==> src/hw/rtl/plist_pkg.sv <==
package plist_pkg;

  typedef enum logic [1:0] {
    MODE_INSERT = 2'd0,
    MODE_DELETE = 2'd1,
    MODE_GET    = 2'd2,
    MODE_LOCATE = 2'd3
  } mode_t;

  typedef enum logic [1:0] {
    S_IDLE,
    S_RUN,
    S_FIN
  } state_t;

  typedef struct packed {
    logic               ok;
    logic signed [31:0] word;
    logic [4:0]         found;
    logic [4:0]         length;
    logic               empty;
    logic               full;
  } result_t;

  localparam logic [4:0] MaxLengthReset = 5'd16;

endpackage

==> src/hw/rtl/plist_mem.sv <==
module plist_mem #(
  parameter int Depth = 16,
  parameter int AW    = 4
) (
  input  logic          clk,
  input  logic          rd_en,
  input  logic [AW-1:0] rd_addr,
  output logic [31:0]   rd_data,
  input  logic          wr_en,
  input  logic [AW-1:0] wr_addr,
  input  logic [31:0]   wr_data
);

  logic [31:0] mem [Depth];

  always_ff @(posedge clk) begin
    if (wr_en) begin
      mem[wr_addr] <= wr_data;
    end
  end

  always_ff @(posedge clk) begin
    if (rd_en) begin
      rd_data <= mem[rd_addr];
    end
  end

endmodule

==> src/hw/rtl/plist_ctrl.sv <==
module plist_ctrl
  import plist_pkg::*;
#(
  parameter int CAPACITY = 16,
  parameter int AW       = 4
) (
  input  logic               clk,
  input  logic               rst,
  input  logic               cfg_wr_en,
  input  logic [4:0]         cfg_wr_data,
  input  logic               in_valid,
  output logic               in_ready,
  input  logic [1:0]         mode,
  input  logic [4:0]         position,
  input  logic signed [31:0] value,
  output logic               res_valid,
  input  logic               res_ready,
  output result_t            res,
  output logic               mem_rd_en,
  output logic [AW-1:0]      mem_rd_addr,
  input  logic [31:0]        mem_rd_data,
  output logic               mem_wr_en,
  output logic [AW-1:0]      mem_wr_addr,
  output logic [31:0]        mem_wr_data
);

  // Largest length the 5-bit register can reach under this capacity
  localparam int CapLim = (CAPACITY > 31) ? 31 : CAPACITY;
  localparam logic [4:0] CapMax = 5'(CapLim);

  state_t      state, state_next;
  mode_t       op;
  logic        okq;
  logic [4:0]  pidx;
  logic [31:0] val;
  logic [4:0]  len;
  logic [4:0]  len_next;
  logic [4:0]  cnt;
  logic [4:0]  rd_addr;
  logic        rd_vld;
  logic [4:0]  rd_a;
  logic [31:0] word;
  logic [4:0]  found;
  logic [4:0]  max_length;
  logic [4:0]  cap;

  logic        acc;
  logic        pos_lo;
  logic        ins_ok;
  logic        rd_ok;
  logic        acc_ok;
  logic [4:0]  acc_cnt;
  logic [4:0]  acc_addr;
  logic [4:0]  p_in;

  always_comb begin
    if (max_length == 5'd0) begin
      cap = 5'd1;
    end else if (max_length > CapMax) begin
      cap = CapMax;
    end else begin
      cap = max_length;
    end
  end

  always_ff @(posedge clk) begin
    if (rst) begin
      max_length <= MaxLengthReset;
    end else if (cfg_wr_en) begin
      max_length <= cfg_wr_data;
    end
  end

  // Request check and walk setup at accept time
  assign acc    = in_valid && in_ready;
  assign p_in   = position - 5'd1;
  assign pos_lo = (position != 5'd0);
  assign ins_ok = pos_lo && ({1'b0, position} <= ({1'b0, len} + 6'd1)) && (len < cap);
  assign rd_ok  = pos_lo && (position <= len);

  always_comb begin
    acc_ok   = 1'b0;
    acc_cnt  = 5'd0;
    acc_addr = 5'd0;
    unique case (mode_t'(mode))
      MODE_INSERT: begin
        acc_ok   = ins_ok;
        acc_cnt  = ins_ok ? (len - p_in) : 5'd0;
        acc_addr = len - 5'd1;
      end
      MODE_DELETE: begin
        acc_ok   = rd_ok;
        acc_cnt  = rd_ok ? (len - p_in) : 5'd0;
        acc_addr = p_in;
      end
      MODE_GET: begin
        acc_ok   = rd_ok;
        acc_cnt  = rd_ok ? 5'd1 : 5'd0;
        acc_addr = p_in;
      end
      default: begin
        acc_ok   = 1'b1;
        acc_cnt  = len;
        acc_addr = 5'd0;
      end
    endcase
  end

  always_comb begin
    state_next = state;
    unique case (state)
      S_IDLE: if (in_valid) state_next = S_RUN;
      S_RUN:  if (cnt == 5'd0) state_next = S_FIN;
      S_FIN:  if (res_ready) state_next = S_IDLE;
      default: state_next = S_IDLE;
    endcase
  end

  always_comb begin
    len_next = len;
    if (okq && op == MODE_INSERT) begin
      len_next = len + 5'd1;
    end else if (okq && op == MODE_DELETE) begin
      len_next = len - 5'd1;
    end
  end

  always_comb begin
    in_ready    = (state == S_IDLE);
    mem_rd_en   = (state == S_RUN) && (cnt != 5'd0);
    mem_rd_addr = AW'(rd_addr);
    mem_wr_en   = 1'b0;
    mem_wr_addr = AW'(pidx);
    mem_wr_data = val;
    res_valid   = (state == S_FIN);
    unique case (state)
      S_RUN: begin
        // insert moves each word up one slot, delete moves it down
        if (rd_vld && op == MODE_INSERT) begin
          mem_wr_en   = 1'b1;
          mem_wr_addr = AW'(rd_a + 5'd1);
          mem_wr_data = mem_rd_data;
        end else if (rd_vld && op == MODE_DELETE && rd_a != pidx) begin
          mem_wr_en   = 1'b1;
          mem_wr_addr = AW'(rd_a - 5'd1);
          mem_wr_data = mem_rd_data;
        end
      end
      S_FIN: begin
        mem_wr_en = okq && (op == MODE_INSERT);
      end
      default: begin
        mem_wr_en = 1'b0;
      end
    endcase
    res.ok     = okq;
    res.word   = word;
    res.found  = found;
    res.length = len_next;
    res.empty  = (len_next == 5'd0);
    res.full   = (len_next >= cap);
  end

  always_ff @(posedge clk) begin
    if (rst) begin
      state  <= S_IDLE;
      len    <= 5'd0;
      cnt    <= 5'd0;
      rd_vld <= 1'b0;
    end else begin
      state  <= state_next;
      rd_vld <= mem_rd_en;
      if (acc) begin
        cnt <= acc_cnt;
      end else if (state == S_RUN && rd_vld && op == MODE_LOCATE && found == 5'd0 &&
                   mem_rd_data == val) begin
        cnt <= 5'd0;
      end else if (mem_rd_en) begin
        cnt <= cnt - 5'd1;
      end
      if (state == S_FIN && res_ready) begin
        len <= len_next;
      end
    end
  end

  always_ff @(posedge clk) begin
    rd_a <= rd_addr;
    if (acc) begin
      op      <= mode_t'(mode);
      okq     <= acc_ok;
      pidx    <= p_in;
      val     <= value;
      rd_addr <= acc_addr;
      word    <= 32'd0;
      found   <= 5'd0;
    end else begin
      if (mem_rd_en) begin
        rd_addr <= (op == MODE_INSERT) ? (rd_addr - 5'd1) : (rd_addr + 5'd1);
      end
      if (state == S_RUN && rd_vld) begin
        case (op) inside
          MODE_DELETE, MODE_GET: begin
            if (rd_a == pidx) word <= mem_rd_data;
          end
          MODE_LOCATE: begin
            // later reads still in flight are ignored once a match is held
            if (found == 5'd0 && mem_rd_data == val) found <= rd_a + 5'd1;
          end
          default: begin
          end
        endcase
      end
    end
  end

endmodule

==> src/hw/rtl/positional_list_engine_core.sv <==
// The walk visits n entries of the list memory for each accepted item:
// len - pos + 1 for insert and delete, 1 for get, up to len for locate, 0 on failure.
// The next item is taken only once the previous result has moved to the output register.
// One item is in flight at a time; the walk does one read of the list memory per cycle.
// A finished result sits in an output register, so the next item is taken meanwhile.
// Synchronous reset empties the list and sets max_length to 16; memory is not cleared.
module positional_list_engine_core
  import plist_pkg::*;
#(
  parameter int CAPACITY = 16
) (
  input  logic               clk,
  input  logic               rst,
  input  logic               cfg_wr_en,
  input  logic [4:0]         cfg_wr_data,
  input  logic               in_valid,
  output logic               in_ready,
  input  logic [1:0]         mode,
  input  logic [4:0]         position,
  input  logic signed [31:0] value,
  output logic               out_valid,
  input  logic               out_ready,
  output logic               ok,
  output logic signed [31:0] word_out,
  output logic [4:0]         found_position,
  output logic [4:0]         length_now,
  output logic               is_empty,
  output logic               is_full
);

  localparam int AW = (CAPACITY > 1) ? $clog2(CAPACITY) : 1;

  logic          res_valid;
  logic          res_ready;
  result_t       res;
  result_t       res_q;
  logic          mem_rd_en;
  logic [AW-1:0] mem_rd_addr;
  logic [31:0]   mem_rd_data;
  logic          mem_wr_en;
  logic [AW-1:0] mem_wr_addr;
  logic [31:0]   mem_wr_data;

  plist_ctrl #(
    .CAPACITY(CAPACITY),
    .AW      (AW)
  ) u_ctrl (
    .clk        (clk),
    .rst        (rst),
    .cfg_wr_en  (cfg_wr_en),
    .cfg_wr_data(cfg_wr_data),
    .in_valid   (in_valid),
    .in_ready   (in_ready),
    .mode       (mode),
    .position   (position),
    .value      (value),
    .res_valid  (res_valid),
    .res_ready  (res_ready),
    .res        (res),
    .mem_rd_en  (mem_rd_en),
    .mem_rd_addr(mem_rd_addr),
    .mem_rd_data(mem_rd_data),
    .mem_wr_en  (mem_wr_en),
    .mem_wr_addr(mem_wr_addr),
    .mem_wr_data(mem_wr_data)
  );

  plist_mem #(
    .Depth(CAPACITY),
    .AW   (AW)
  ) u_mem (
    .clk    (clk),
    .rd_en  (mem_rd_en),
    .rd_addr(mem_rd_addr),
    .rd_data(mem_rd_data),
    .wr_en  (mem_wr_en),
    .wr_addr(mem_wr_addr),
    .wr_data(mem_wr_data)
  );

  assign res_ready = !out_valid || out_ready;

  always_ff @(posedge clk) begin
    if (rst) begin
      out_valid <= 1'b0;
    end else if (res_valid && res_ready) begin
      out_valid <= 1'b1;
    end else if (out_ready) begin
      out_valid <= 1'b0;
    end
  end

  always_ff @(posedge clk) begin
    if (res_valid && res_ready) begin
      res_q <= res;
    end
  end

  assign ok             = res_q.ok;
  assign word_out       = res_q.word;
  assign found_position = res_q.found;
  assign length_now     = res_q.length;
  assign is_empty       = res_q.empty;
  assign is_full        = res_q.full;

  a_fail_no_word: assert property (@(posedge clk) disable iff (rst)
    out_valid && !ok |-> word_out == 32'd0)
    else $error("failed request returned a word");

  a_empty_len: assert property (@(posedge clk) disable iff (rst)
    out_valid |-> is_empty == (length_now == 5'd0))
    else $error("empty flag disagrees with length");

  a_found_range: assert property (@(posedge clk) disable iff (rst)
    out_valid && found_position != 5'd0 |-> found_position <= length_now)
    else $error("found position beyond list length");

  a_one_at_a_time: assert property (@(posedge clk) disable iff (rst)
    in_valid && in_ready |=> !in_ready)
    else $error("second transfer taken while walk in progress");

endmodule
==> config.mk <==
export PLATFORM = sky130hd
export DESIGN_NAME = positional_list_engine_core
export DESIGN_NICKNAME = d
export VERILOG_FILES = /design/src/hw/rtl/plist_pkg.sv /design/src/hw/rtl/plist_mem.sv /design/src/hw/rtl/plist_ctrl.sv /design/src/hw/rtl/positional_list_engine_core.sv
export SDC_FILE = /design/constraint.sdc
export NUM_CORES = 1
export LEC_CHECK = 0
export BUFFER_PORTS_ARGS = -buffer_cell sky130_fd_sc_hd__buf_2
export CAP_MARGIN = 40
export CORE_UTILIZATION = 40
export DETAILED_ROUTE_END_ITERATION = 10
export PLACE_DENSITY = 0.63
export SYNTH_ARGS = -nofsm -noshare
export SYNTH_HDL_FRONTEND = slang
export SYNTH_HIERARCHICAL = 1
export SYNTH_SLANG_ARGS = --single-unit
==> constraint.sdc <==
create_clock -name clk -period 6.5 [get_ports clk]
set_clock_uncertainty 0.2 [all_clocks]
set_input_delay 0.325 -clock clk [delete_from_list [all_inputs] [get_ports clk]]
set_output_delay 0.325 -clock clk [all_outputs]
set_load 0.02 [all_outputs]
# After elaboration in Yosys (flattened, before gate mapping)
# Memory sizes are Yosys's and may differ from the RTL's. A register that Yosys moved wholly into a read port is not among the register bits.
# Cells that the tools add are included.
# word_totals
inputBits,49
register_bits,151
ram_bits,512
memories,1
# mem_list
memory,depth,word_bits,read_ports,rd_ports_with_merged_regs,wr,line,rtl
u_mem.mem,16,32,1,1,1,plist_mem.sv:14,logic [31:0] mem [Depth];
# op_classes
n_reduce_logical,35
add_sub_neg,10
n_eq_ne,13
order_cmp,5
bitwise,1
n_mux,33
# ops
cell,count
2-to-1 mux 32 bit,3
2-to-1 mux 5 bit,12
== test 32 bit,1
zero test 5 bit,4
"subtractor 5 x 1 -> 5 bit, second input constant",4
logical AND 1 bit,16
"adder 5 x 1 -> 5 bit, second input constant",3
case mux 5 bit (3 select lines),1
2-to-1 mux 4 bit,3
case mux 5 bit (2 select lines),1
nonzero test 5 bit,2
"== test 2 bit, second input constant",4
2-to-1 mux 1 bit,7
"adder 5 x 1 -> 6 bit, second input constant",1
"== test 2 x 1 -> 1 bit, second input constant",3
<= comparator 5 x 6 -> 1 bit,1
zero test 2 bit,3
2-to-1 mux 2 bit,3
case mux 2 bit (3 select lines),1
AND reduction 3 bit,2
== test 5 bit,1
greater-or-equal comparator 5 bit,1
"> comparator 5 bit, second input constant",1
<= comparator 5 bit,1
14 further kinds,18

# Logic depth before layout (Yosys ltp)
# Gate-level depths: netlist of run 1.
# depth
word_depth,8
mapped_depth,13
mapped_depth_nobuf,12

# Modules after synthesis
# Netlist of run 1, hierarchy kept.
# by_module_without_submodules
mod,area_each_um2,instances,cells_each
plist_mem,20155.6,1,838
plist_ctrl,6194.7,1,580
positional_list_engine_core,1406.3,1,50

# Least setup slack after synthesis of run 1
# OpenSTA, ideal clock, no wires.
# synth_path
path_kind,reg-to-reg
from,register u_ctrl.op[0]
to,memory u_mem.mem[0][0] (enable)
path_slack_ns,1.344
stages_incl_launch_ff,11
arrival_time_ns,4.495
path_buffers,2
setup_ns,0.461
required_time_ns,5.839
cell_sequence,edfxtp_1 > inv_1 > ha_1 > clkbuf_1 > nand2_1 > inv_1 > o21ai_4 > buf_8 > a21boi_0 > or3b_2 > nor3_1
# synth_between
elab_chain_cells,8
elab_cells_between_ends,14
# synth_lines
element,line,rtl
from (decl),plist_ctrl.sv:32,mode_t op;
from (signal assigned),plist_ctrl.sv:190,op <= mode_t'(mode);
== test 2 x 1 -> 1 bit,plist_ctrl.sv:143,end else if (rd_vld && op == MODE_DELETE && rd_a != pidx) begin
logical AND 1 bit (2 in a row),plist_ctrl.sv:143,
2-to-1 mux 1 bit,plist_ctrl.sv:143,
2-to-1 mux 1 bit,plist_ctrl.sv:139,if (rd_vld && op == MODE_INSERT) begin
case mux 1 bit (2 select lines) (*),plist_ctrl.sv:136,unique case (state)
named net mem_wr_en,positional_list_engine_core.sv:40,logic mem_wr_en;
2-to-1 mux 1 bit (*),plist_mem.sv:17,if (wr_en) begin
2-to-1 mux 1 bit (not written as such) (*),plist_mem.sv:18,mem[wr_addr] <= wr_data;
to (decl),plist_mem.sv:14,
# The timed path passes the listed nets; every way through them passes the cells marked *.

# Worst setup path in the final report of run 1
# layout_path
from,register u_ctrl.op[0]
to,memory u_mem.mem[1][24] (enable)
# layout_between
elab_cells_between_ends,14
# layout_rtl
element,line,rtl
== test 2 x 1 -> 1 bit,plist_ctrl.sv:143,
logical AND 1 bit (2 in a row),plist_ctrl.sv:143,
2-to-1 mux 4 bit,plist_ctrl.sv:143,
2-to-1 mux 4 bit (*),plist_ctrl.sv:139,
2-to-1 mux 4 bit (*),plist_ctrl.sv:136,
named net mem_wr_addr[2],positional_list_engine_core.sv:41,logic [AW-1:0] mem_wr_addr;
# Marked as above.

==> qor.log, run 1 <==
INFO  logic_synthesis synth_common_cells=sky130_fd_sc_hd__edfxtp_1, sky130_fd_sc_hd__mux4_2, sky130_fd_sc_hd__a22oi_1
INFO  clock_tree     clk-insertion-delay-late=0.63ns
INFO  clock_tree     clk_path_buf_depth=3
INFO  logic_synthesis synth_area_leader=sky130_fd_sc_hd__edfxtp_1
INFO  hold_path      hold_path_startpoint=position[3]
INFO  clock_tree     cts.reportedPaths.clkPinSlew=0.06ns
INFO  sta            post-route-period-util=74.3%
INFO  global_route   overflow=0
INFO  logic_synthesis avgSynthCellArea=18.9µm²
INFO  sta            final_hold_violating_endpoints=0
INFO  setup_path     worst_reg2reg_endpoint=u_mem/mem[1][24]
INFO  route          wl_per_cell=24.0µm
INFO  pwr            vdd_drop_max=219µV
INFO  clock_tree     cts.hold.buffers_added=56
INFO  setup_path     worst_ep_arrival_time=4.90ns
INFO  route          postRouteAntennaNets=0
INFO  global_route   grt_max_degree=132
INFO  logic_synthesis yosys.cell_count.top_type=sky130_fd_sc_hd__edfxtp_1
INFO  logic_synthesis synth_flop_cell=sky130_fd_sc_hd__edfxtp_1
INFO  clock_tree     tritoncts=built
INFO  route          drt-pass1-iter-count=5
INFO  logic_synthesis synth.top_cell.area_share=68.6%
INFO  die            initial_utilization=40.5%
INFO  route          routed-via-count=14300
INFO  global_route   grt_first_pass_wirelength=95300µm
INFO  setup_path     crit_required=6.57ns
INFO  clock_tree     cts.repair_timing.setup_buffer_count=0
INFO  setup_path     startpoint_type=register
INFO  placement      place_congestion=0.816
INFO  cells_and_area ratio_of_cells_with_drive_above_1_in_the_final_layout=25.2%
INFO  placement      pre_cts_slack=1.69ns
INFO  sta            finalWorstPathRequiredPeriod=4.83ns
INFO  route          drtIter0Drc=1217
INFO  route          wl=63600µm
INFO  clock_tree     tritoncts_buffer_count=76
INFO  logic_synthesis postSynthCellCount=1468
INFO  placement      port_buf_inserts=95
INFO  setup_path     critical_path.endpoint_type=register
INFO  hold_path      whs_endpoint=u_ctrl/pidx[3]
INFO  die            die_area=70400µm²
INFO  hold_path      hold_path.class=primary input to register
INFO  logic_synthesis synth.area.top_cells=sky130_fd_sc_hd__edfxtp_1, sky130_fd_sc_hd__mux4_2, sky130_fd_sc_hd__dfxtp_1, sky130_fd_sc_hd__ha_1, sky130_fd_sc_hd__a22oi_1
INFO  setup_path     r2r_start=u_ctrl/op[0]
INFO  sta            totalNegativeSetupSlack=0ns
INFO  setup_path     worstSetupPathType=register to register
INFO  sta            max_slew_violation_total_from_the_final_report=0
INFO  route          via_per_inst=5.39
INFO  clock_tree     cts_root_buffer=sky130_fd_sc_hd__clkbuf_16
INFO  route          detail_route.drc_violations=0
INFO  pwr            static_leakage=11.0nW
INFO  setup_path     worst_r2r_path_depth=11
INFO  sta            fmax=207MHz
INFO  hold_path      worst_hold_path.num_cells=2
INFO  sta            timing.max_slew.rel_slack=31.5%
INFO  sta            timing.final.setup_violations=0
INFO  logic_synthesis synth_enable_flop_cells=634
INFO  sta            tightest_slew=1.03ns
INFO  sta            setup_slack=1.67ns
INFO  logic_synthesis share_of_synthesized_registers_carrying_an_async_set_or_reset=0%
INFO  clock_tree     cts_resized=0
INFO  die            fp.dieH=265µm
INFO  die            ioPinCount=96
INFO  cells_and_area finalNetCount=1756
INFO  flow_run       drv.max_cap_violation_count=0
INFO  logic_synthesis synthesis.yosys.warnings=6
INFO  logic_synthesis postSynthRegisterBits=695
INFO  cells_and_area num-fill-cells=5664
INFO  sta            rsz_0062_raised_after_global_routing=false
INFO  cells_and_area layout-area-overhead-vs-synth=17.9%
INFO  logic_synthesis count_of_cell_types_in_the_netlist=68
INFO  outcome        status=completed
INFO  logic_synthesis postSynthNetCount=1561
INFO  logic_synthesis syn-cell-area=27800µm²
INFO  die            floorplan.die.width=265µm
INFO  die            core_area=68600µm²
INFO  global_route   first_global_vias=14900
INFO  setup_path     critPathMaxFanout=27
INFO  setup_path     reg2reg_slack=1.67ns
INFO  pwr            power_density=356nW/µm²
INFO  cells_and_area n_antenna_cell=0
INFO  global_route   gr-usage-all-layers=18.4%
INFO  clock_tree     cts_max_level=3
INFO  placement      dp.final_hpwl=38800µm
INFO  clock_tree     cts_sinks=695
INFO  logic_synthesis ys_seq_area_share=73.0%
INFO  global_route   antenna_violations_before_repair=0
INFO  die            rows=96
-- cell families (layout without fill, tap and decap cells) --
family	count (synthesis)	after routing	share of synthesized area (%)
adders and majority gates	44	44	2.04
buffers and inverters	107	363	1.88
xor gates and xnor gates	62	62	1.98
and+or+nand+nor	204	204	3.56
muxes	197	197	13.4
AOI/OAI and AO/OA	159	159	4.19
DFF	695	695	73.0
-- worst max-delay path by stage --
stage                 startpoint                to  slack (ns)  cells after the start
finish              u_ctrl/op[0]  u_mem/mem[1][24]        1.67                     11
global route        u_ctrl/op[1]  u_mem/mem[1][24]        1.45                     11
CTS                 u_ctrl/op[0]  u_mem/mem[1][24]        1.71                     11
detailed placement  u_ctrl/op[0]  u_mem/mem[1][24]        1.69                     11
global placement    u_ctrl/op[0]   u_mem/mem[8][6]        1.74                     11
floorplan           u_ctrl/op[0]   u_mem/mem[0][0]        1.34                     10
-- stage by stage --
stage          std cells  cell area (µm²)  util [%]  power [mW]  hold WS, ns
4_1_cts             2653            32700      47.7        11.8      0.00610
5_1_grt             2655            32700      47.7        12.1       0.0397
6_report            2655            32700      47.7        11.7       0.0470
2_1_floorplan       1468            27800         -        6.71        0.169
3_3_place_gp        2449            29400      42.8        7.29        0.197
3_5_place_dp        2458            29600      43.1        7.35        0.196
-- worst max-delay path, cell delays in order, from the launching register on --
cell	delay [ns]
sky130_fd_sc_hd__edfxtp_1	0.38
sky130_fd_sc_hd__inv_1	0.06
sky130_fd_sc_hd__ha_1	0.34
sky130_fd_sc_hd__nand2_1	0.24
sky130_fd_sc_hd__inv_1	0.11
sky130_fd_sc_hd__o21ai_4	0.55
sky130_fd_sc_hd__buf_4	0.64
sky130_fd_sc_hd__nor2b_1	0.24
sky130_fd_sc_hd__a21oi_1	0.10
sky130_fd_sc_hd__or3b_2	0.65
sky130_fd_sc_hd__nor2_4	0.47
sky130_fd_sc_hd__buf_4	0.45
-- per-layer routing --
layer / GRT usage, % / vias to the layer above / share of wire [%]
li1: - / 6292 / -
met1: 25.0 / 7469 / 43
met2: 30.3 / 475 / 49
met3: 3.52 / 76 / 5.9
met4: 4.81 / 0 / 1.8
met5: 0 / - / 0
-- sequential cells by signal, indices dropped and copies added, names as in the netlist --
name / flops
found_position: 5
is_empty: 1
is_full: 1
length_now: 5
ok: 1
out_valid: 1
u_ctrl/cnt: 5
u_ctrl/found: 5
u_ctrl/len: 5
u_ctrl/max_length: 5
u_ctrl/okq: 1
u_ctrl/op: 2
u_ctrl/pidx: 5
u_ctrl/rd_a: 5
u_ctrl/rd_addr: 5
u_ctrl/rd_vld: 1
u_ctrl/state: 2
u_ctrl/val: 32
u_ctrl/word: 32
u_mem/mem: 512
u_mem/rd_data: 32
word_out: 32
-- final cells by class --
cell class / instances / area (µm²) / share of cell area, %
Clock buffer: 95 / 2030 / 6.22
Clock inverter: 44 / 534 / 1.63
Inverter: 39 / 149 / 0.455
Multi-Input combinational cell: 666 / 7110 / 21.7
Sequential cell: 695 / 20300 / 61.9
Tap cell: 931 / 1160 / 3.56
Timing Repair Buffer: 185 / 1480 / 4.51
-- placed cells by master, fill, tap and decap left out, types with 21 or more instances in the layout --
cell type                       netlist  final
sky130_fd_sc_hd__a21oi_1             21     21
sky130_fd_sc_hd__a22oi_1             68     68
sky130_fd_sc_hd__buf_2               11     96
sky130_fd_sc_hd__buf_4               17     21
sky130_fd_sc_hd__clkbuf_16            0     77
sky130_fd_sc_hd__dfxtp_1             61     61
sky130_fd_sc_hd__dlygate4sd3_1        0     56
sky130_fd_sc_hd__edfxtp_1           634    634
sky130_fd_sc_hd__ha_1                42     42
sky130_fd_sc_hd__inv_1               38     37
sky130_fd_sc_hd__mux2_4              25     25
sky130_fd_sc_hd__mux2i_1             37     37
sky130_fd_sc_hd__mux4_2             128    128
sky130_fd_sc_hd__nand2_1             60     60
sky130_fd_sc_hd__nor2_1              60     47
sky130_fd_sc_hd__xnor2_1             48     48
-- report_power, final --
group / switching, mW / internal, mW
registers: 0.126 / 5.14
clock network: 1.74 / 2.64
logic: 1.17 / 0.839
total: 3.04 / 8.61
Note: power is estimated with default switching activity, not from simulation.
==> inputs of run 2 (changes only) <==
--- a/config.mk
+++ b/config.mk
@@ -5,6 +5,7 @@
 export SDC_FILE = /design/constraint.sdc
 export NUM_CORES = 1
 export LEC_CHECK = 0
+export ABC_AREA = 1
 export BUFFER_PORTS_ARGS = -buffer_cell sky130_fd_sc_hd__buf_2
 export CAP_MARGIN = 40
 export CORE_UTILIZATION = 40
==> constraint.sdc (replaced) <==
create_clock -name clk -period 4.67 [get_ports clk]
set_clock_uncertainty 0.2 [all_clocks]
set_input_delay 0.2335 -clock clk [delete_from_list [all_inputs] [get_ports clk]]
set_output_delay 0.2335 -clock clk [all_outputs]
set_load 0.02 [all_outputs]
==> run 2 against run 1 <==
Net effect: critical path type unchanged; register-to-register slack got worse by 0.94 ns; combinational power rose to 3.4 times the previous value; via count rose by 42%; clock-buffer cell count fell by 1; final area rose by 7.6%; fmax rose by 23%; sequential cell count did not move; utilization fell by 1.3 points; largest power group unchanged.
==> qor.log, run 2 <==
INFO  logic_synthesis ys_seq_area_share=66.0% [-7.0 points]
INFO  clock_tree     cts_resized=0 [unchanged]
INFO  clock_tree     cts.reportedPaths.clkPinSlew=0.06ns [about the same]
INFO  cells_and_area finish.instance_area=35200µm² [+7.6%]
INFO  cells_and_area layout_commonest_cell=sky130_fd_sc_hd__nand2_1
INFO  pwr            power_density=577nW/µm² [+62%]
INFO  route          wl=73700µm [+16%]
INFO  cells_and_area layout-area-overhead-vs-synth=14.7%
INFO  die            rows=101 [+5.2%]
INFO  logic_synthesis synth_common_cells=sky130_fd_sc_hd__nand2_1, sky130_fd_sc_hd__edfxtp_1, sky130_fd_sc_hd__inv_1
INFO  clock_tree     clk-insertion-delay-late=0.62ns [about the same]
INFO  setup_path     setup.worst_path.start=u_ctrl/op[0]
INFO  cells_and_area finalNetCount=3207 [+83%]
INFO  setup_path     critPathMaxFanout=22 [-19%]
INFO  cells_and_area layout.area.seq=20300µm² [unchanged]
INFO  logic_synthesis postSynthRegisterBits=695 [unchanged]
INFO  clock_tree     cts_sinks=695 [unchanged]
INFO  global_route   first_global_vias=18800 [+26%]
INFO  global_route   grt_first_pass_wirelength=112000µm [+18%]
INFO  route          postRouteAntennaNets=0 [unchanged]
INFO  clock_tree     cts.hold.buffers_added=57 [+1.8%]
INFO  placement      port_buf_inserts=95 [unchanged]
INFO  sta            fmax=254MHz [+23%]
INFO  sta            timing.max_slew.rel_slack=39.2% [+7.7 points]
INFO  outcome        status=completed
INFO  logic_synthesis syn-cell-area=30700µm² [+11%]
INFO  die            die_area=77900µm² [+11%]
INFO  die            fp.dieH=279µm [+5.1%]
INFO  route          via_per_inst=4.84 [-10%]
INFO  setup_path     critical_path.endpoint_type=register
INFO  route          detail_route.drc_violations=0 [unchanged]
INFO  setup_path     crit_required=4.78ns [-1.79 ns]
INFO  logic_synthesis synth_flop_cell=sky130_fd_sc_hd__edfxtp_1
INFO  logic_synthesis synthesis.yosys.warnings=6 [unchanged]
INFO  die            ioPinCount=96 [unchanged]
INFO  cells_and_area multiInputGateArea=7800µm² [+9.7%]
INFO  logic_synthesis postSynthCellCount=2949 [+100%]
INFO  clock_tree     cts_root_buffer=sky130_fd_sc_hd__clkbuf_16
INFO  cells_and_area ratio_of_cells_with_drive_above_1_in_the_final_layout=10.3% [-15 points]
INFO  sta            finalWorstPathRequiredPeriod=3.93ns [-0.892 ns]
INFO  placement      place_congestion=0.894 [+9.4%]
INFO  route          wl_per_cell=17.6µm [-27%]
INFO  cells_and_area instances_no_fill=4196 [+58%]
INFO  logic_synthesis share_of_synthesized_registers_carrying_an_async_set_or_reset=0% [unchanged]
INFO  sta            tightest_slew=0.912ns [-0.116 ns]
INFO  die            core_area=75900µm² [+11%]
INFO  clock_tree     tritoncts=built
INFO  sta            timing.final.setup_violations=0 [unchanged]
INFO  setup_path     worst_reg2reg_endpoint=u_mem/mem[2][7]
INFO  logic_synthesis yosys.cell_count.top_type=sky130_fd_sc_hd__nand2_1
INFO  logic_synthesis avgSynthCellArea=10.4µm² [-45%]
INFO  sta            max_slew_violation_total_from_the_final_report=0 [unchanged]
INFO  placement      dp.final_hpwl=45300µm [+17%]
INFO  logic_synthesis synth.area.top_cells=sky130_fd_sc_hd__edfxtp_1, sky130_fd_sc_hd__nand2_1, sky130_fd_sc_hd__nand3_1, sky130_fd_sc_hd__inv_1, sky130_fd_sc_hd__dfxtp_1
INFO  die            initial_utilization=40.4% [-0.042 points]
INFO  cells_and_area layout.core_utilization=46.4% [-1.3 points]
INFO  logic_synthesis synth.top_cell.area_share=62.0% [-6.6 points]
INFO  pwr            static_leakage=14.9nW [+36%]
INFO  cells_and_area max_flop_register=u_mem/mem
INFO  sta            totalNegativeSetupSlack=0ns [unchanged]
INFO  logic_synthesis postSynthNetCount=3042 [+95%]
INFO  hold_path      hold_path.class=primary input to register
INFO  placement      place_inst=4013 [+63%]
INFO  cells_and_area n_antenna_cell=0 [unchanged]
INFO  cells_and_area max_ffs_per_register=512 [unchanged]
INFO  sta            final_hold_violating_endpoints=0 [unchanged]
INFO  route          drt-pass1-iter-count=7 [+2]
INFO  clock_tree     clk_path_buf_depth=3 [unchanged]
INFO  clock_tree     tritoncts_buffer_count=72 [-5.3%]
INFO  sta            rsz_0062_raised_after_global_routing=false
INFO  logic_synthesis count_of_cell_types_in_the_netlist=39 [-43%]
INFO  global_route   grt_max_degree=132 [unchanged]
INFO  setup_path     worst_ep_arrival_time=4.04ns [-0.86 ns]
INFO  pwr            vdd_drop_max=487µV [+120%]
INFO  die            floorplan.die.width=279µm [+5.1%]
INFO  setup_path     r2r_start=u_ctrl/op[0]
INFO  logic_synthesis synth_area_leader=sky130_fd_sc_hd__edfxtp_1
INFO  logic_synthesis synth_enable_flop_cells=634 [unchanged]
INFO  setup_path     worst_r2r_path_depth=9 [-2]
INFO  setup_path     worstSetupPathType=register to register
INFO  clock_tree     cts_max_level=3 [unchanged]
INFO  global_route   gr-usage-all-layers=18.9% [+0.53 points]
INFO  route          routed-via-count=20300 [+42%]
INFO  setup_path     startpoint_type=register
INFO  clock_tree     cts.repair_timing.setup_buffer_count=0 [unchanged]
INFO  setup_path     reg2reg_slack=0.74ns [-0.94 ns]
INFO  global_route   overflow=0 [unchanged]
INFO  flow_run       drv.max_cap_violation_count=0 [unchanged]
INFO  sta            post-route-period-util=84.3% [+10 points]
INFO  route          drtIter0Drc=1920 [+58%]
INFO  placement      dpl_cell_area=32400µm² [+9.5%]
INFO  global_route   antenna_violations_before_repair=0 [unchanged]
INFO  setup_path     critPathCapture=u_mem/mem[2][7]
INFO  cells_and_area num-fill-cells=6889 [+22%]
INFO  cells_and_area layout_common_cells=sky130_fd_sc_hd__nand2_1, sky130_fd_sc_hd__edfxtp_1, sky130_fd_sc_hd__inv_1
[run 2: worst max-delay path, stage by stage (launching register included)]
cell                       delay [ns]
sky130_fd_sc_hd__edfxtp_1        0.41
sky130_fd_sc_hd__inv_1           0.08
sky130_fd_sc_hd__ha_1            0.33
sky130_fd_sc_hd__nand2_1         0.20
sky130_fd_sc_hd__nand2_1         0.12
sky130_fd_sc_hd__nand2_2         0.24
sky130_fd_sc_hd__a21boi_0        0.64
sky130_fd_sc_hd__nand3_1         0.49
sky130_fd_sc_hd__nor2_4          0.60
sky130_fd_sc_hd__buf_4           0.30
[run 2: layout make-up]
type / instances / share of cell area [%]
clock buffers: 94 / 5.52
clock inverters: 32 / 0.838
well taps: 1030 / 3.66
multi-input cells: 1612 / 22.1
flip-flops and latches: 695 / 57.5
repair buffers: 224 / 4.88
inverters: 509 / 5.45
[run 2: power breakdown]
part           switching [mW]  internal [mW]  total (mW)
registers               0.302           7.69        7.99
clock network            2.33           3.21        5.54
logic                    4.88           1.91        6.79
[run 2: worst min-delay path by stage]
stage / from / endpoint / slack (ns) / cells after the start
final: position[1] / u_ctrl/pidx[3] / 0.04 / 5
after floorplan: rst / out_valid / 0.1 / 1
after CTS: position[1] / u_ctrl/pidx[3] / 0.0002 / 5
after global routing: position[1] / u_ctrl/pidx[3] / 0.03 / 5
after detailed placement: value[16] / u_ctrl/val[16] / 0.21 / 1
after global placement: value[11] / u_ctrl/val[11] / 0.21 / 1
[run 2: cell families after synthesis]
kind of cell / synth area share, %
buf+inv: 9.11
flops: 66.0
xor+xnor: 1.43
simple gates: 18.4
compound gates: 3.20
fa+ha+maj: 1.84
[run 2: per-stage QoR]
stage / power [mW] / hold slack, ns / worst slack (ns)
after floorplan: 12.7 / 0.0959 / 0.923
after detailed placement: 14.8 / 0.212 / 0.737
after global placement: 14.7 / 0.211 / 0.790
after CTS: 20.4 / 0.000202 / 0.740
after global routing: 21.4 / 0.0323 / 0.467
final: 20.3 / 0.0379 / 0.735
[run 2: layer usage]
metal  up-vias  track usage [%]  part of all wire, %
li1       9933                -                    -
met1      9620             27.7                   46
met2       661             28.9                   45
met3        90             2.78                  7.0
met4         0             5.78                  2.2
met5         -                0                    0
==> inputs of run 3 (changes only) <==
--- a/config.mk
+++ b/config.mk
@@ -10,7 +10,7 @@
 export CAP_MARGIN = 40
 export CORE_UTILIZATION = 40
 export DETAILED_ROUTE_END_ITERATION = 10
-export PLACE_DENSITY = 0.63
+export PLACE_DENSITY = 0.65
 export SYNTH_ARGS = -nofsm -noshare
 export SYNTH_HDL_FRONTEND = slang
 export SYNTH_HIERARCHICAL = 1
==> constraint.sdc (replaced) <==
create_clock -name clk -period 3.3 [get_ports clk]
set_clock_uncertainty 0.2 [all_clocks]
set_input_delay 0.165 -clock clk [delete_from_list [all_inputs] [get_ports clk]]
set_output_delay 0.165 -clock clk [all_outputs]
set_load 0.02 [all_outputs]
==> run 3 against run 2 <==
Net effect: utilization increased by 0.82 points; die area did not move; non-clock buffer count up 60; final area is 1.8% higher; worst setup slack worse by 0.57 ns; via count up 1.5%; sequential power is 41% higher; sequential cell count unchanged; largest power group unchanged; routed wire length rose by 1.8%; critical endpoint is now u_mem/mem[0][14]; cell count rose by 1.4%; first-iteration DRC count fell by 4.7%; sequential share of layout area is 1.0 points lower.
==> qor.log, run 3 (synthesized netlist as in run 2, its figures left out) <==
INFO  outcome        status=completed
INFO  sta            totalNegativeSetupSlack=0ns [unchanged]
INFO  sta            timing.max_slew.rel_slack=45.9% [+6.7 points]
INFO  sta            final_hold_violating_endpoints=0 [unchanged]
INFO  cells_and_area ratio_of_cells_with_drive_above_1_in_the_final_layout=11.8% [+1.5 points]
INFO  hold_path      hold_path.class=primary input to register
INFO  clock_tree     cts_sinks=695 [unchanged]
INFO  cells_and_area finalNetCount=3266 [+1.8%]
INFO  route          detail_route.drc_violations=0 [unchanged]
INFO  clock_tree     clk-insertion-delay-late=0.60ns [-0.02 ns]
INFO  cells_and_area max_ffs_per_register=512 [unchanged]
INFO  die            initial_utilization=40.4% [unchanged]
INFO  route          via_per_inst=4.84 [about the same]
INFO  cells_and_area max_flop_register=u_mem/mem
INFO  die            fp.dieH=279µm [unchanged]
INFO  placement      port_buf_inserts=95 [unchanged]
INFO  cells_and_area layout_common_cells=sky130_fd_sc_hd__nand2_1, sky130_fd_sc_hd__edfxtp_1, sky130_fd_sc_hd__inv_1
INFO  die            ioPinCount=96 [unchanged]
INFO  setup_path     worst_ep_arrival_time=3.22ns [-0.82 ns]
INFO  setup_path     critical_path.cell_chain=xor2_1 > a21oi_2 > nand3_2 > nand3_2 > nand2_1 > nand2_2 > a21boi_0 > buf_4 > nand3_1 > buf_4 > nor2_4 > buf_16
INFO  cells_and_area layout.area.seq=20300µm² [unchanged]
INFO  route          routed-via-count=20600 [+1.5%]
INFO  cells_and_area multiInputGateArea=7800µm² [unchanged]
INFO  placement      pre_cts_slack=0.120ns [-0.617 ns]
INFO  placement      place_congestion=0.847 [-5.3%]
INFO  setup_path     startpoint_type=register
INFO  die            core_area=75900µm² [unchanged]
INFO  cells_and_area n_antenna_cell=0 [unchanged]
INFO  placement      dp.final_hpwl=47700µm [+5.2%]
INFO  pwr            power_density=803nW/µm² [+39%]
INFO  sta            finalWorstPathRequiredPeriod=3.13ns [-0.804 ns]
INFO  sta            timing.final.setup_violations=0 [unchanged]
INFO  clock_tree     cts_root_buffer=sky130_fd_sc_hd__clkbuf_16
INFO  setup_path     critPathTopFamily=simple AND/OR/NAND/NOR gates
INFO  hold_path      hold_path_startpoint=value[27]
INFO  route          postRouteAntennaNets=0 [unchanged]
INFO  cells_and_area layout_commonest_cell=sky130_fd_sc_hd__nand2_1
INFO  sta            tightest_slew=0.812ns [-0.100 ns]
INFO  clock_tree     tritoncts_buffer_count=71 [-1.4%]
INFO  flow_run       drv.max_cap_violation_count=0 [unchanged]
INFO  die            floorplan.die.width=279µm [unchanged]
INFO  cells_and_area instances_no_fill=4255 [+1.4%]
INFO  global_route   overflow=0 [unchanged]
INFO  sta            max_slew_violation_total_from_the_final_report=0 [unchanged]
INFO  sta            fmax=319MHz [+26%]
INFO  global_route   first_global_vias=19400 [+3.1%]
INFO  route          wl_per_cell=17.6µm [+0.38%]
INFO  clock_tree     clk_path_buf_depth=3 [unchanged]
INFO  setup_path     crit_required=3.39ns [-1.39 ns]
INFO  hold_path      worst_hold_path.num_cells=2 [-3]
INFO  global_route   gr-usage-all-layers=19.3% [+0.38 points]
INFO  clock_tree     cts.reportedPaths.clkPinSlew=0.06ns [about the same]
INFO  cells_and_area num-fill-cells=6824 [-0.94%]
INFO  sta            setup_slack=0.170ns [-0.566 ns]
INFO  cells_and_area layout-area-overhead-vs-synth=16.8%
INFO  setup_path     r2r_start=u_ctrl/rd_a[2]
INFO  global_route   grt_first_pass_wirelength=115000µm [+2.5%]
INFO  setup_path     path_buf_inv=3 [+1]
INFO  global_route   antenna_violations_before_repair=0 [unchanged]
INFO  global_route   grt_max_degree=138 [+4.5%]
INFO  setup_path     slowest_delay=0.48ns [-0.16 ns]
INFO  setup_path     worst_r2r_path_depth=12 [+3]
INFO  sta            post-route-period-util=94.9% [+11 points]
INFO  clock_tree     tritoncts=built
INFO  setup_path     worst_reg2reg_endpoint=u_mem/mem[0][14]
INFO  route          drtIter0Drc=1830 [-4.7%]
INFO  die            die_area=77900µm² [unchanged]
INFO  hold_path      whs_endpoint=u_ctrl/val[27]
INFO  placement      place_inst=4068 [+1.4%]
INFO  setup_path     reg2reg_slack=0.17ns [-0.57 ns]
INFO  setup_path     timing.critical_path.slowest_stage_cell=sky130_fd_sc_hd__nor2_4
INFO  route          wl=75000µm [+1.8%]
INFO  setup_path     critPathMaxFanout=20 [-9.1%]
INFO  pwr            vdd_drop_max=570µV [+17%]
INFO  route          drt-pass1-iter-count=6 [-1]
INFO  setup_path     critical_path.endpoint_type=register
INFO  pwr            static_leakage=15.2nW [+2.2%]
INFO  die            rows=101 [unchanged]
INFO  cells_and_area layout.core_utilization=47.2% [+0.82 points]
INFO  setup_path     worstSetupPathType=register to register
INFO  sta            final.hold.worst_slack=0.0673ns [+0.0294 ns]
INFO  sta            rsz_0062_raised_after_global_routing=false
INFO  clock_tree     cts_max_level=3 [unchanged]
run 3: changes by cell type in the layout (fill, tap and decap cells not counted), moves of 2 or more:
cell and change:
sky130_fd_sc_hd__inv_6 -2, sky130_fd_sc_hd__buf_4 +40, sky130_fd_sc_hd__clkbuf_8 -4, sky130_fd_sc_hd__buf_12 +17, sky130_fd_sc_hd__buf_16 +2, sky130_fd_sc_hd__clkinvlp_4 -2
sky130_fd_sc_hd__clkinv_2 +4, sky130_fd_sc_hd__dlygate4sd3_1 +2, sky130_fd_sc_hd__bufinv_16 -2, sky130_fd_sc_hd__clkinv_1 +2
run 3: area by class of cell:
type | instances | share of cell area (%)
sequential | 695 | 56.5
inverter | 509 | 5.35
clock buffer | 91 | 5.34
multi-input combinational | 1612 | 21.8
tap | 1030 | 3.59
clock inverter | 34 | 0.698
timing repair buffer | 284 | 6.75
run 3: timing repair:
item | in CTS | in global routing
resized for setup | 0 | 0
endpoints found under the hold margin | 112 | 0
hold buffers | 59 | 0
buffers inserted | 0 | 3
setup endpoints to repair | 0 | 17
run 3: per-stage QoR:
step	power [mW]	cell area [µm²]
final	28.8	35900
after global routing	30.3	35900
after CTS	28.9	35800
after detailed placement	21.2	33100
after global placement	21.1	32900
after floorplan	18.0	30700
run 3: worst register-to-register path, cell delays in order, from the launching register on:
cell and delay (ns):
sky130_fd_sc_hd__dfxtp_1 0.45, sky130_fd_sc_hd__xor2_1 0.22, sky130_fd_sc_hd__a21oi_2 0.05, sky130_fd_sc_hd__nand3_2 0.08, sky130_fd_sc_hd__nand3_2 0.13, sky130_fd_sc_hd__nand2_1 0.11, sky130_fd_sc_hd__nand2_2 0.11, sky130_fd_sc_hd__a21boi_0 0.28
sky130_fd_sc_hd__buf_4 0.19, sky130_fd_sc_hd__nand3_1 0.08, sky130_fd_sc_hd__buf_4 0.18, sky130_fd_sc_hd__nor2_4 0.48, sky130_fd_sc_hd__buf_16 0.26
run 3: worst max path at each step:
stage / start / endpoint / depth (start not counted)
after floorplan: u_ctrl/pidx[1] / u_mem/mem[11][0] / 13
after global placement: u_ctrl/rd_a[2] / u_mem/mem[5][11] / 11
after detailed placement: u_ctrl/rd_a[2] / u_mem/mem[1][15] / 12
after CTS: u_ctrl/rd_a[2] / u_mem/mem[1][4] / 12
after global routing: u_ctrl/rd_a[2] / u_mem/mem[0][14] / 12
final: u_ctrl/rd_a[2] / u_mem/mem[0][14] / 12
run 3: power breakdown:
group / internal, mW / leakage, nW / switching (mW)
registers: 10.9 / 6.25 / 0.435
logic: 3.02 / 7.89 / 6.84
clock network: 4.34 / 1.07 / 3.27
total: 18.2 / 15.2 / 10.6
run 3: routing by layer:
layer / routed length, µm / global-route usage [%]
met1: 32900 / 26.8
met2: 35100 / 31.5
met3: 5320 / 2.59
met4: 1730 / 5.73
met5: 0 / 0
